==> src/hw/rtl/stm_pkg.sv <==
// Package with the item types and constants of the stepper ramp generator.
`timescale 1ns / 1ps
`default_nettype none
package stm_pkg;
  typedef struct packed {
    logic        action;
    logic [31:0] now_us;
    logic [31:0] target_position;
  } stm_in_t;

  typedef struct packed {
    logic        moving;
    logic        stepped;
    logic        direction;
    logic [3:0]  phase_index;
    logic        holding;
    logic [31:0] position;
    logic [31:0] interval_us;
  } stm_out_t;

  localparam logic ACT_TICK = 1'b0;
  localparam logic ACT_SET  = 1'b1;
  localparam logic CFG_MAX_SPEED = 1'b0;
  localparam logic CFG_ACCEL     = 1'b1;
  localparam logic [23:0] RAMP_MAX = 24'hFFFFFF;
  localparam logic [35:0] MICROS_Q16 = 36'd65536000000;
endpackage
`default_nettype wire

==> src/hw/rtl/stm_front.sv <==
// Front end: accepts items and holds them in a short queue for the ramp engine.
`timescale 1ns / 1ps
`default_nettype none
module stm_front
  import stm_pkg::*;
(
  input  wire logic    clk,
  input  wire logic    rst_n,
  input  wire logic    in_valid,
  output logic         in_ready,
  input  wire stm_in_t in_data,
  output logic         q_valid,
  input  wire logic    q_take,
  output stm_in_t      q_data
);
  stm_in_t    mem_r [2];
  logic       wp_r, rp_r;
  logic [1:0] cnt_r;

  assign in_ready = (cnt_r != 2'd2);
  assign q_valid  = (cnt_r != 2'd0);
  assign q_data   = mem_r[rp_r];

  always_ff @(posedge clk) begin
    if (in_valid && in_ready) mem_r[wp_r] <= in_data;
    if (!rst_n) begin
      wp_r <= 1'b0; rp_r <= 1'b0; cnt_r <= 2'd0;
    end else begin
      if (in_valid && in_ready) wp_r <= ~wp_r;
      if (q_take && q_valid) rp_r <= ~rp_r;
      cnt_r <= cnt_r + {1'b0, in_valid && in_ready} - {1'b0, q_take && q_valid};
    end
  end
endmodule
`default_nettype wire

==> config.mk <==
export PLATFORM = sky130hd
export DESIGN_NAME = stm_front
export DESIGN_NICKNAME = d
export VERILOG_FILES = /design/src/hw/rtl/stm_pkg.sv /design/src/hw/rtl/stm_front.sv
export SDC_FILE = /design/constraint.sdc
export NUM_CORES = 1
export LEC_CHECK = 0
export BUFFER_PORTS_ARGS = -buffer_cell sky130_fd_sc_hd__buf_2
export CAP_MARGIN = 20
export CORE_UTILIZATION = 45
export CTS_BUF_LIST = sky130_fd_sc_hd__clkbuf_8 sky130_fd_sc_hd__clkbuf_16
export DETAILED_ROUTE_END_ITERATION = 8
export PLACE_DENSITY = 0.7
export SLEW_MARGIN = 20
export SYNTH_ARGS = -nofsm -noshare
export SYNTH_HDL_FRONTEND = slang
export SYNTH_SLANG_ARGS = --single-unit
==> constraint.sdc <==
create_clock -name clk -period 4.8 [get_ports clk]
set_clock_uncertainty 0.2 [all_clocks]
set_input_delay 0 -clock clk [delete_from_list [all_inputs] [get_ports clk]]
set_output_delay 0 -clock clk [all_outputs]
set_load 0.01 [all_outputs]
Yosys cells after proc, flatten, opt, wreduce, memory -nomap -nowiden
Memories as Yosys holds them, arrays and structs flattened. A register that Yosys moved wholly into a read port is not among the register bits. Index checks and enable logic that the tools add are counted.

Add/subtract/negate cells: 2. Multipliers: 0. Divide/modulo/power cells: 0. $lt $le $gt $ge: 0. Equal/unequal tests: 1. Shift-type cells: 0. Multiplexer cells: 4. Bitwise operators: 2. Reductions and logical operators: 3.

Operator list (count): two-way mux 1 bit (4); adder 2 x 1 -> 2 bit (1); logical AND 1 bit (2); != test 2 bit, second input constant (1); NOT 1 bit (2); nonzero test 2 bit (1); subtractor 2 x 1 -> 2 bit (1).

Register bits: 4. Bits in latches: 0. Memory bits (writable): 130. ROM bits: 0. Output and inout port bits: 67. Logic and storage cells: 16. Memories kept: 1.

Memory list: mem_r (depth 2, bits a word 65, read ports 1, clocked after memory_dff 1, wr ports 1, RTL line stm_front.sv:16) `stm_in_t mem_r [2];`.

Longest topological paths before layout
Gate-level depths: netlist of the first run.

Depth after elaboration: 4. Mapped depth: 8.

Worst setup path before layout of the first run
Ideal clock, no wire load.

Path type: register to register. From: reg cnt_r[0]. To: mem mem_r[0][0] in the netlist's numbering (enable). Library setup time: 0.488 ns. Data arrival time: 3.375 ns. Data required time: 4.112 ns. Slack: 0.737 ns. Stages on the path, launching flop included: 4. Clock period less this slack: 4.063 ns. Cells stage by stage: dfxtp_1 -> nand2b_1 -> nand2_1 -> nor2_1.

Word-level cells in the longest chain between the ends: 4.

Ends and longest elaborated chain: start, declared (RTL line stm_front.sv:18) `logic [1:0] cnt_r;`; start signal, assigned (RTL line stm_front.sv:31) `cnt_r <= cnt_r + {1'b0, in_valid && in_ready} - {1'b0, q_take && q_valid};`; != test 2 bit (RTL line stm_front.sv:20) `assign in_ready = (cnt_r != 2'd2);`; net in_ready (RTL line stm_front.sv:10) `output logic in_ready,`; logical AND 1 bit (RTL line stm_front.sv:25) `if (in_valid && in_ready) mem_r[wp_r] <= in_data;`; two-way mux 1 bit (RTL line stm_front.sv:25); two-way mux 1 bit (implied by the code) (RTL line stm_front.sv:25); end, declared (RTL line stm_front.sv:16).

The timed path passes the listed nets, and every way through them passes these cells.

Final worst setup path of the first run
From: reg cnt_r[0]. To: mem mem_r[0][51] in the netlist's numbering (enable).

Word-level cells in the longest chain between the ends: 4.

Ends and longest elaborated chain (RTL line): != test 2 bit (stm_front.sv:20); logical AND 1 bit (stm_front.sv:25); two-way mux 1 bit (stm_front.sv:25); two-way mux 1 bit (implied by the code) (stm_front.sv:25).

Every way passes these cells.

==> out/qor.txt, run 1 <==
status: finished clean
met2 wire length: 4.52 mm
pin count of the biggest net entering global routing: 66
final setup fails: 0
grt ovf: 0
Sink Count: 135
port bufs: 135
Ys Warns: 0
post-route setup TNS: 0 ns
Reg power frac: 41.7%
crit path capture type: flip-flop
# diodes: 0
highest routed layer: met4
syn avg cell area: 22.7 µm²
Yosys reg bits: 135
Die H: 109 µm
CTS tree: yes
# H-tree levels: 4
Starting Density: 46.7%
Comb pwr share: 21.9%
Pleak: 2.89 nW
Least-Margin Pin Slew: 0.945 ns
Internal: 0.00288 W
FMAX: 393 MHz
Worst R2R Path Depth: 4
most numerous cell in the Yosys netlist: edfxtp_1
Slew Limit Fails: 0
CTS buffer count: 17
gr usage total: 15.7%
RSZ-0062 raised after global routing: false
DR WL met3: 519 µm
sw frac: 23.7%
vias in the first global route: 2973
Clock Power Share: 36.4%
setup bufs post-CTS: 0
WHS: 0.114 ns
VDD IR max: 359 µV
Post-CTS Resized: 0
clock latency on the worst-skew pair: 0.40 ns
Worst EP required: 4.65 ns
largest area contributor in the netlist: edfxtp_1
type of the worst setup path: flip-flop to flip-flop
core area: 11000 µm²
worst-path fanout max: 34
syn nets: 297
Gate Count Post-Synth: 226
Pwr Density: 520 nW/µm²
crit path launch type: flip-flop
final hold vios: 0
Post-CTS Hold Buffers: 68
WHS Path Cells: 2
crit share post-route: 53.0%
commonest cells in the netlist: edfxtp_1 (130), mux2_4 (50), mux2_2 (15)
1st-iter DRT viols: 118
initial antenna violation count: 0
Tightest Hold Check Type: primary input to flip-flop
area of the multi-input gates: 1060 µm²
remaining antenna violation count after routing: 0
synth top area cells: edfxtp_1 (76%), mux2_4 (15%), mux2_2 (3.3%), dfxtp_1 (2.0%), buf_6 (1.3%)
number of flops mapped to enable cells by yosys: 130
Max-slew headroom: 36.9%
number of remaining DRC errors: 0
DP Wirelength: 5.18 mm
Post-synth ARST share: 0%
Via Count: 2758
Routed WL: 8.70 mm
met1 wire length: 3.49 mm
FF/Latch Area: 4010 µm²
FP Rows: 38
Synth Cell Area: 5130 µm²
DR pass1 iterations: 4
die area: 11800 µm²
share of the synthesized area in the top cell type: 76.1%
first-pass GRT wire length: 13.5 mm
number of nets in the layout: 514
max_cap viols: 0
Primary FF master, synth: edfxtp_1
Die Width: 109 µm
CTS clk-pin slew, worst paths: 0.05 ns
fillers: 759
average wire per standard cell: 14.6 µm
layout cell share with drive strength beyond 1: 51.3%
post-synthesis sequential area ratio: 78.0%
Vias/cell: 4.63
Area growth syn-to-layout: 41.5%
Tmin final: 2.54 ns
CTS root buf: clkbuf_16
net switching power figure: 0.000896 W
Clock Tree Buf Depth: 2
Worst EP arrival: 2.39 ns
I/O Pins: 136
Netlist cell types: 18
GP Congestion: 0.708
==> worst max-delay path, cell delays in order, from the launching register on <==
cell and delay (ns):
dfxtp_1 0.36, nand2b_1 0.18, nand2_1 0.15, nor2_4 0.74, buf_4 0.53
==> registers in the layout, summed over array words and instances, names as in the netlist, named ones only <==
register  count
mem_r       130
wp_r          1
cnt_r         2
rp_r          1
==> final timing paths <==
check | startpoint | end | slack, ns
hold / removal | in_data[19] | mem_r[1][19] | 0.11
hold reg to reg | wp_r | wp_r | 0.33
setup reg to reg | cnt_r[0] | mem_r[0][51] | 2.26
setup / recovery | cnt_r[0] | mem_r[0][51] | 2.26
==> per-layer routing <==
layer	up-vias	GRT usage, %
li1	1331	-
met1	1317	16.7
met2	94	27.7
met3	16	5.44
met4	0	7.82
met5	-	0
==> area by class of cell <==
cell class                 instances  area share, %
clock buffer                      19           6.24
timing repair buffer             205           18.9
sequential                       135           55.2
inverter                           1         0.0517
clock inverter                    13           2.58
multi-input combinational         83           14.6
tap                              140           2.41
==> stage by stage <==
step | cells | worst slack (ns) | utilization [%] | area, µm² | power, W
after floorplan | 226 | 0.737 | - | 5130 | 0.00215
final | 596 | 2.26 | 66.1 | 7260 | 0.00377
after global routing | 596 | 2.04 | 66.1 | 7260 | 0.00393
after global placement | 496 | 2.28 | 54.1 | 5940 | 0.00237
after CTS | 596 | 2.20 | 66.1 | 7260 | 0.00382
after detailed placement | 496 | 2.21 | 54.1 | 5940 | 0.00239
==> logic make-up (layout without fill, tap and decap cells) <==
family | after synthesis | after routing | share of synthesized area (%)
AOI/OAI and AO/OA | 1 | 1 | 0.146
xor gates and xnor gates | 3 | 3 | 0.512
adders and majority gates | 2 | 2 | 0.488
buffers and inverters | 8 | 238 | 1.49
DFF | 135 | 135 | 78.0
muxes | 66 | 66 | 18.1
and+or+nand+nor | 11 | 11 | 1.20
==> cell usage in the layout, fill, tap and decap left out, types with 3 or more instances in the layout <==
| cell type | instances |
|---|---|
| dfxtp_1 | 4 |
| dlygate4sd3_1 | 68 |
| clkbuf_16 | 17 |
| edfxtp_1 | 130 |
| bufinv_16 | 5 |
| inv_1 | 5 |
| clkinv_2 | 3 |
| xnor2_1 | 3 |
| buf_2 | 135 |
| mux2_4 | 50 |
| mux2_2 | 15 |
==> power by group through the flow <==
| stage | Clock (W) | Sequential (W) | Combinational [W] |
|---|---|---|---|
| floorplan | 0 | 0.00155 | 0.000596 |
| global placement | 0 | 0.00159 | 0.000785 |
| detailed placement | 0 | 0.00160 | 0.000794 |
| CTS | 0.00140 | 0.00158 | 0.000840 |
| global route | 0.00144 | 0.00159 | 0.000896 |
| finish | 0.00137 | 0.00157 | 0.000827 |
Note: power is estimated with default switching activity, not from simulation.
==> run 2: changes to the inputs <==
--- a/config.mk
+++ b/config.mk
@@ -10,7 +10,7 @@
 export CORE_UTILIZATION = 45
 export CTS_BUF_LIST = sky130_fd_sc_hd__clkbuf_8 sky130_fd_sc_hd__clkbuf_16
 export DETAILED_ROUTE_END_ITERATION = 8
-export PLACE_DENSITY = 0.7
+export PLACE_DENSITY = 0.73
 export SLEW_MARGIN = 20
 export SYNTH_ARGS = -nofsm -noshare
 export SYNTH_HDL_FRONTEND = slang
==> constraint.sdc (replaced) <==
create_clock -name clk -period 2.1 [get_ports clk]
set_clock_uncertainty 0.2 [all_clocks]
set_input_delay 0 -clock clk [delete_from_list [all_inputs] [get_ports clk]]
set_output_delay 0 -clock clk [all_outputs]
set_load 0.01 [all_outputs]
==> run 2 against run 1 <==
Setup slack got worse by 2.1 ns. Clock power increased by 110%. Design area increased by 0.81%. Critical path type is now flip-flop to output port. Largest cell class unchanged. Largest power group unchanged. Highest routed layer unchanged.
==> out/qor.txt, run 2 (same netlist as run 1, synthesis figures left out) <==
Sink Count: 135
Cell Chain, Critical Path: buf_12 > mux2_2 > buf_2
core area: 11000 µm²
post-route cell area: 7320 µm²
Post-CTS Hold Buffers: 69
remaining antenna violation count after routing: 0
crit path launch type: flip-flop
GP Congestion: 0.688
Crit path max-delay family: flip-flops
FP Rows: 38
CTS root buf: clkbuf_16
Slew Limit Fails: 0
final hold vios: 0
FMAX: 511 MHz
placed cell areas: 6060 µm²
clock latency on the worst-skew pair: 0.41 ns
Pwr Density: 1160 nW/µm²
Regs by FF count: mem_r x130, cnt_r x2
port bufs: 135
Routed WL: 9.05 mm
vias in the first global route: 3088
layout cell share with drive strength beyond 1: 51.6%
first-pass GRT wire length: 14.1 mm
Tightest Hold Check Type: primary input to flip-flop
post-layout util: 66.6%
crit path capture type: output port
Post-CTS Resized: 0
number of remaining DRC errors: 0
GR Util met3: 5.98%
crit share post-route: 93.2%
Die H: 109 µm
RSZ-0062 raised after global routing: false
met2 Use GR: 28.8%
Worst R2R Path Depth: 7
Least-Margin Pin Slew: 0.355 ns
Vias/cell: 4.76
pin count of the biggest net entering global routing: 34
Starting Density: 46.7%
average wire per standard cell: 15.1 µm
Die Width: 109 µm
WHS Path Cells: 2
# H-tree levels: 4
CTS tree: yes
flop2flop setup slack: 0.26 ns
die area: 11800 µm²
Pleak: 2.90 nW
gr busiest metal: met2
grt ovf: 0
number of nets in the layout: 519
Worst path depth: 3
max_cap viols: 0
CP max stage cell: dfxtp_4
CTS clk-pin slew, worst paths: 0.06 ns
DP Wirelength: 5.50 mm
Via Count: 2861
Worst EP required: 1.90 ns
gr usage total: 16.3%
final setup fails: 0
status: finished clean
Max-slew headroom: 76.3%
initial antenna violation count: 0
# diodes: 0
Worst EP arrival: 1.76 ns
CTS buffer count: 17
Tmin final: 1.96 ns
DR pass1 iterations: 4
Area growth syn-to-layout: 42.7%
Crit path buffers/inverters: 2
Clock Tree Buf Depth: 2
I/O Pins: 136
1st-iter DRT viols: 86
VDD IR max: 667 µV
type of the worst setup path: flip-flop to output port
commonest non-fill, non-tap cell in the layout: buf_2
setup bufs post-CTS: 0
most frequent cells in the layout: buf_2 (135), edfxtp_1 (130), dlygate4sd3_1 (69)
fillers: 762
Most flops, register: mem_r
Max stage delay on crit path: 0.57 ns
worst-path fanout max: 27
max reg flops: 130
routing usage on met1: 17.6%
run 2: cell count changes in the layout (fill, tap and decap cells not counted), moves of 2 or more:
cell	delta
buf_12	+6
buf_4	-2
bufinv_16	-2
clkbuf_8	-2
clkinv_1	+3
run 2: report_power, final:
part / internal, W / switching (W) / leakage (nW)
registers: 0.00339 / 0.000163 / 1.26
clock network: 0.00183 / 0.00102 / 0.290
logic: 0.00115 / 0.000934 / 1.35
run 2: worst paths after layout:
path / start / to
setup reg to reg: cnt_r[1] / cnt_r[1]
setup / recovery: flip-flop / q_data[0]
hold / removal: in_data[6] / mem_r[1][6]
hold reg to reg: wp_r / wp_r
run 2: layout make-up:
class,instances,area [µm²],share of cell area [%]
sequential,135,4010,54.8
timing repair buffer,210,1490,20.3
multi-input combinational,83,1070,14.7
clock buffer,17,425,5.81
tap,140,175,2.39
clock inverter,15,146,2.00
inverter,1,3.75,0.0513
run 2: per-stage QoR:
stage               setup TNS [ns]  cells  total power, W  setup WS, ns  hold slack, ns
finish                           0    601         0.00848         0.142           0.106
global placement                 0    500         0.00556         0.353         -0.0129
CTS                              0    601         0.00856         0.102          0.0950
global route                     0    601         0.00882        0.0493           0.103
detailed placement               0    500         0.00560         0.276        -0.00838
floorplan                    -2.04    226         0.00491       -0.0314          -0.101
run 2: routing by layer:
metal / vias to the layer above / wire [µm]
met5: - / 0
met4: 0 / 114
met3: 15 / 546
met2: 105 / 4730
met1: 1404 / 3660
li1: 1337 / -
==> run 3: changes to the inputs <==
--- a/config.mk
+++ b/config.mk
@@ -5,10 +5,12 @@
 export SDC_FILE = /design/constraint.sdc
 export NUM_CORES = 1
 export LEC_CHECK = 0
+export ABC_AREA = 1
 export BUFFER_PORTS_ARGS = -buffer_cell sky130_fd_sc_hd__buf_2
 export CAP_MARGIN = 20
 export CORE_UTILIZATION = 45
 export CTS_BUF_LIST = sky130_fd_sc_hd__clkbuf_8 sky130_fd_sc_hd__clkbuf_16
+export CTS_CLUSTER_SIZE = 30
 export DETAILED_ROUTE_END_ITERATION = 8
 export PLACE_DENSITY = 0.73
 export SLEW_MARGIN = 20
==> run 3 against run 2 <==
Non-clock buffer count rose by 2. Worst hold slack gained 0.012 ns. Maximum frequency fell by 1.5%. Global-route usage increased by 1.1 points. Sequential share of layout area is essentially flat. Combinational power about the same. Clock power decreased by 4%. Largest power group unchanged.
==> out/qor.txt, run 3 <==
Gate Count Post-Synth: 238
remaining antenna violation count after routing: 0
FP Rows: 38
crit path launch type: flip-flop
final setup fails: 0
setup ws final: 0.112 ns
vias in the first global route: 3102
Hold Path Sink: mem_r[0][8]
Most flops, register: mem_r
Post-synth ARST share: 0%
reg2reg start: cnt_r[1]
DR pass1 iterations: 4
GP Congestion: 0.786
layout cell share with drive strength beyond 1: 51.2%
status: finished clean
share of the synthesized area in the top cell type: 76.0%
syn nets: 309
fillers: 746
Hold Path Origin: in_data[8]
Internal: 0.00627 W
crit path capture type: output port
syn avg cell area: 21.6 µm²
Tmin final: 1.99 ns
most numerous cell in the Yosys netlist: edfxtp_1
VDD IR max: 661 µV
end of the worst register-to-register path: cnt_r[1]
post-synthesis sequential area ratio: 78.0%
Max-slew headroom: 68.3%
commonest non-fill, non-tap cell in the layout: buf_2
average wire per standard cell: 15.7 µm
CTS root buf: clkbuf_16
Area growth syn-to-layout: 42.6%
worst-path fanout max: 27
area of the multi-input gates: 1060 µm²
number of nets in the layout: 533
Netlist cell types: 12
synth top area cells: edfxtp_1 (76%), mux2_4 (15%), mux2_2 (3.3%), dfxtp_1 (1.9%), buf_6 (1.3%)
post-route setup TNS: 0 ns
Pwr Density: 1150 nW/µm²
Sink Count: 135
# diodes: 0
core area: 11000 µm²
number of remaining DRC errors: 0
Post-CTS Resized: 0
flop2flop setup slack: 0.35 ns
FMAX: 503 MHz
setup bufs post-CTS: 0
# H-tree levels: 4
Worst EP required: 1.90 ns
sw frac: 25.4%
Die H: 109 µm
number of flops mapped to enable cells by yosys: 130
Pleak: 2.95 nW
Die Width: 109 µm
WHS: 0.118 ns
commonest cells in the netlist: edfxtp_1 (130), mux2_4 (50), mux2_2 (15)
max_cap viols: 0
WHS Path Cells: 2
Slew Limit Fails: 0
Tightest Hold Check Type: primary input to flip-flop
Least-Margin Pin Slew: 0.475 ns
post-place setup slack: 0.452 ns
Primary FF master, synth: edfxtp_1
Routed WL: 9.68 mm
Ys Warns: 0
Synth Cell Area: 5140 µm²
CTS tree: yes
Regs by FF count: mem_r x130, cnt_r x2
Clock Tree Buf Depth: 2
max reg flops: 130
Via Count: 2876
Clock Power Share: 32.5%
clock latency on the worst-skew pair: 0.40 ns
Worst EP arrival: 1.79 ns
Comb pwr share: 24.5%
pin count of the biggest net entering global routing: 37
grt ovf: 0
net switching power figure: 0.00213 W
crit share post-route: 94.7%
placed cell areas: 6080 µm²
Yosys reg bits: 135
I/O Pins: 136
initial antenna violation count: 0
FF/Latch Area: 4010 µm²
gr usage total: 17.3%
CTS clk-pin slew, worst paths: 0.06 ns
Worst R2R Path Depth: 10
port bufs: 135
final hold vios: 0
Reg power frac: 42.9%
DP Wirelength: 5.70 mm
Vias/cell: 4.68
type of the worst setup path: flip-flop to output port
most frequent cells in the layout: buf_2 (135), edfxtp_1 (130), dlygate4sd3_1 (68)
post-route cell area: 7320 µm²
1st-iter DRT viols: 123
RSZ-0062 raised after global routing: false
first-pass GRT wire length: 14.8 mm
Tot Pwr: 0.00840 W
Starting Density: 46.8%
CTS buffer count: 17
largest area contributor in the netlist: edfxtp_1
die area: 11800 µm²
[run 3: logic make-up after synthesis]
family          synth area share [%]
simple gates                    1.53
flops                           78.0
compound gates                 0.195
fa+ha+maj                      0.487
mux                             17.9
buf+inv                         1.92
[run 3: how the worst max path moves through the flow]
stage	from	to	slack, ns
finish	flip-flop	q_data[63]	0.11
global route	flip-flop	q_data[61]	0.02
CTS	flip-flop	q_data[63]	0.05
detailed placement	cnt_r[0]	cnt_r[1]	0.45
global placement	flip-flop	q_data[60]	0.51
floorplan	cnt_r[0]	mem_r[0][0]	-0.009
[run 3: power by group through the flow]
| stage | Clock [W] | Sequential (W) | Combinational (W) |
|---|---|---|---|
| final | 0.00273 | 0.00361 | 0.00206 |
| after global routing | 0.00290 | 0.00365 | 0.00224 |
| after CTS | 0.00279 | 0.00361 | 0.00207 |
| after detailed placement | 0 | 0.00366 | 0.00196 |
| after global placement | 0 | 0.00364 | 0.00194 |
| after floorplan | 0 | 0.00356 | 0.00135 |
[run 3: worst max-delay path, stage by stage, from the launching register on]
cell and delay (ns):
dfxtp_4 0.65, buf_4 0.28, mux2_4 0.31, buf_2 0.14
[run 3: area by class of cell]
cell class	count	share of cell area, %
Sequential cell	135	54.8
Timing Repair Buffer	212	20.3
Multi-Input combinational cell	89	14.5
Clock buffer	22	6.75
Tap cell	140	2.39
Clock inverter	10	0.906
Inverter	7	0.410
[run 3: layer usage]
metal / vias to the layer above / routed length, µm / global-route usage [%]
met2: 106 / 5020 / 30.4
met5: - / 0 / 0
li1: 1377 / - / -
met1: 1383 / 4010 / 19.2
met4: 0 / 94 / 7.24
met3: 10 / 548 / 5.92
[run 3: stage by stage]
step	util (%)	instances
after floorplan	-	238
after global placement	55.4	515
after detailed placement	55.4	515
after CTS	66.7	615
after global routing	66.7	615
final	66.7	615
[run 3: timing repair]
| action | 4_1_cts | 5_1_grt |
|---|---|---|
| hold buffers | 68 | 0 |
| endpoints found under the setup margin | 0 | 0 |
| endpoints found under the hold margin | 140 | 0 |
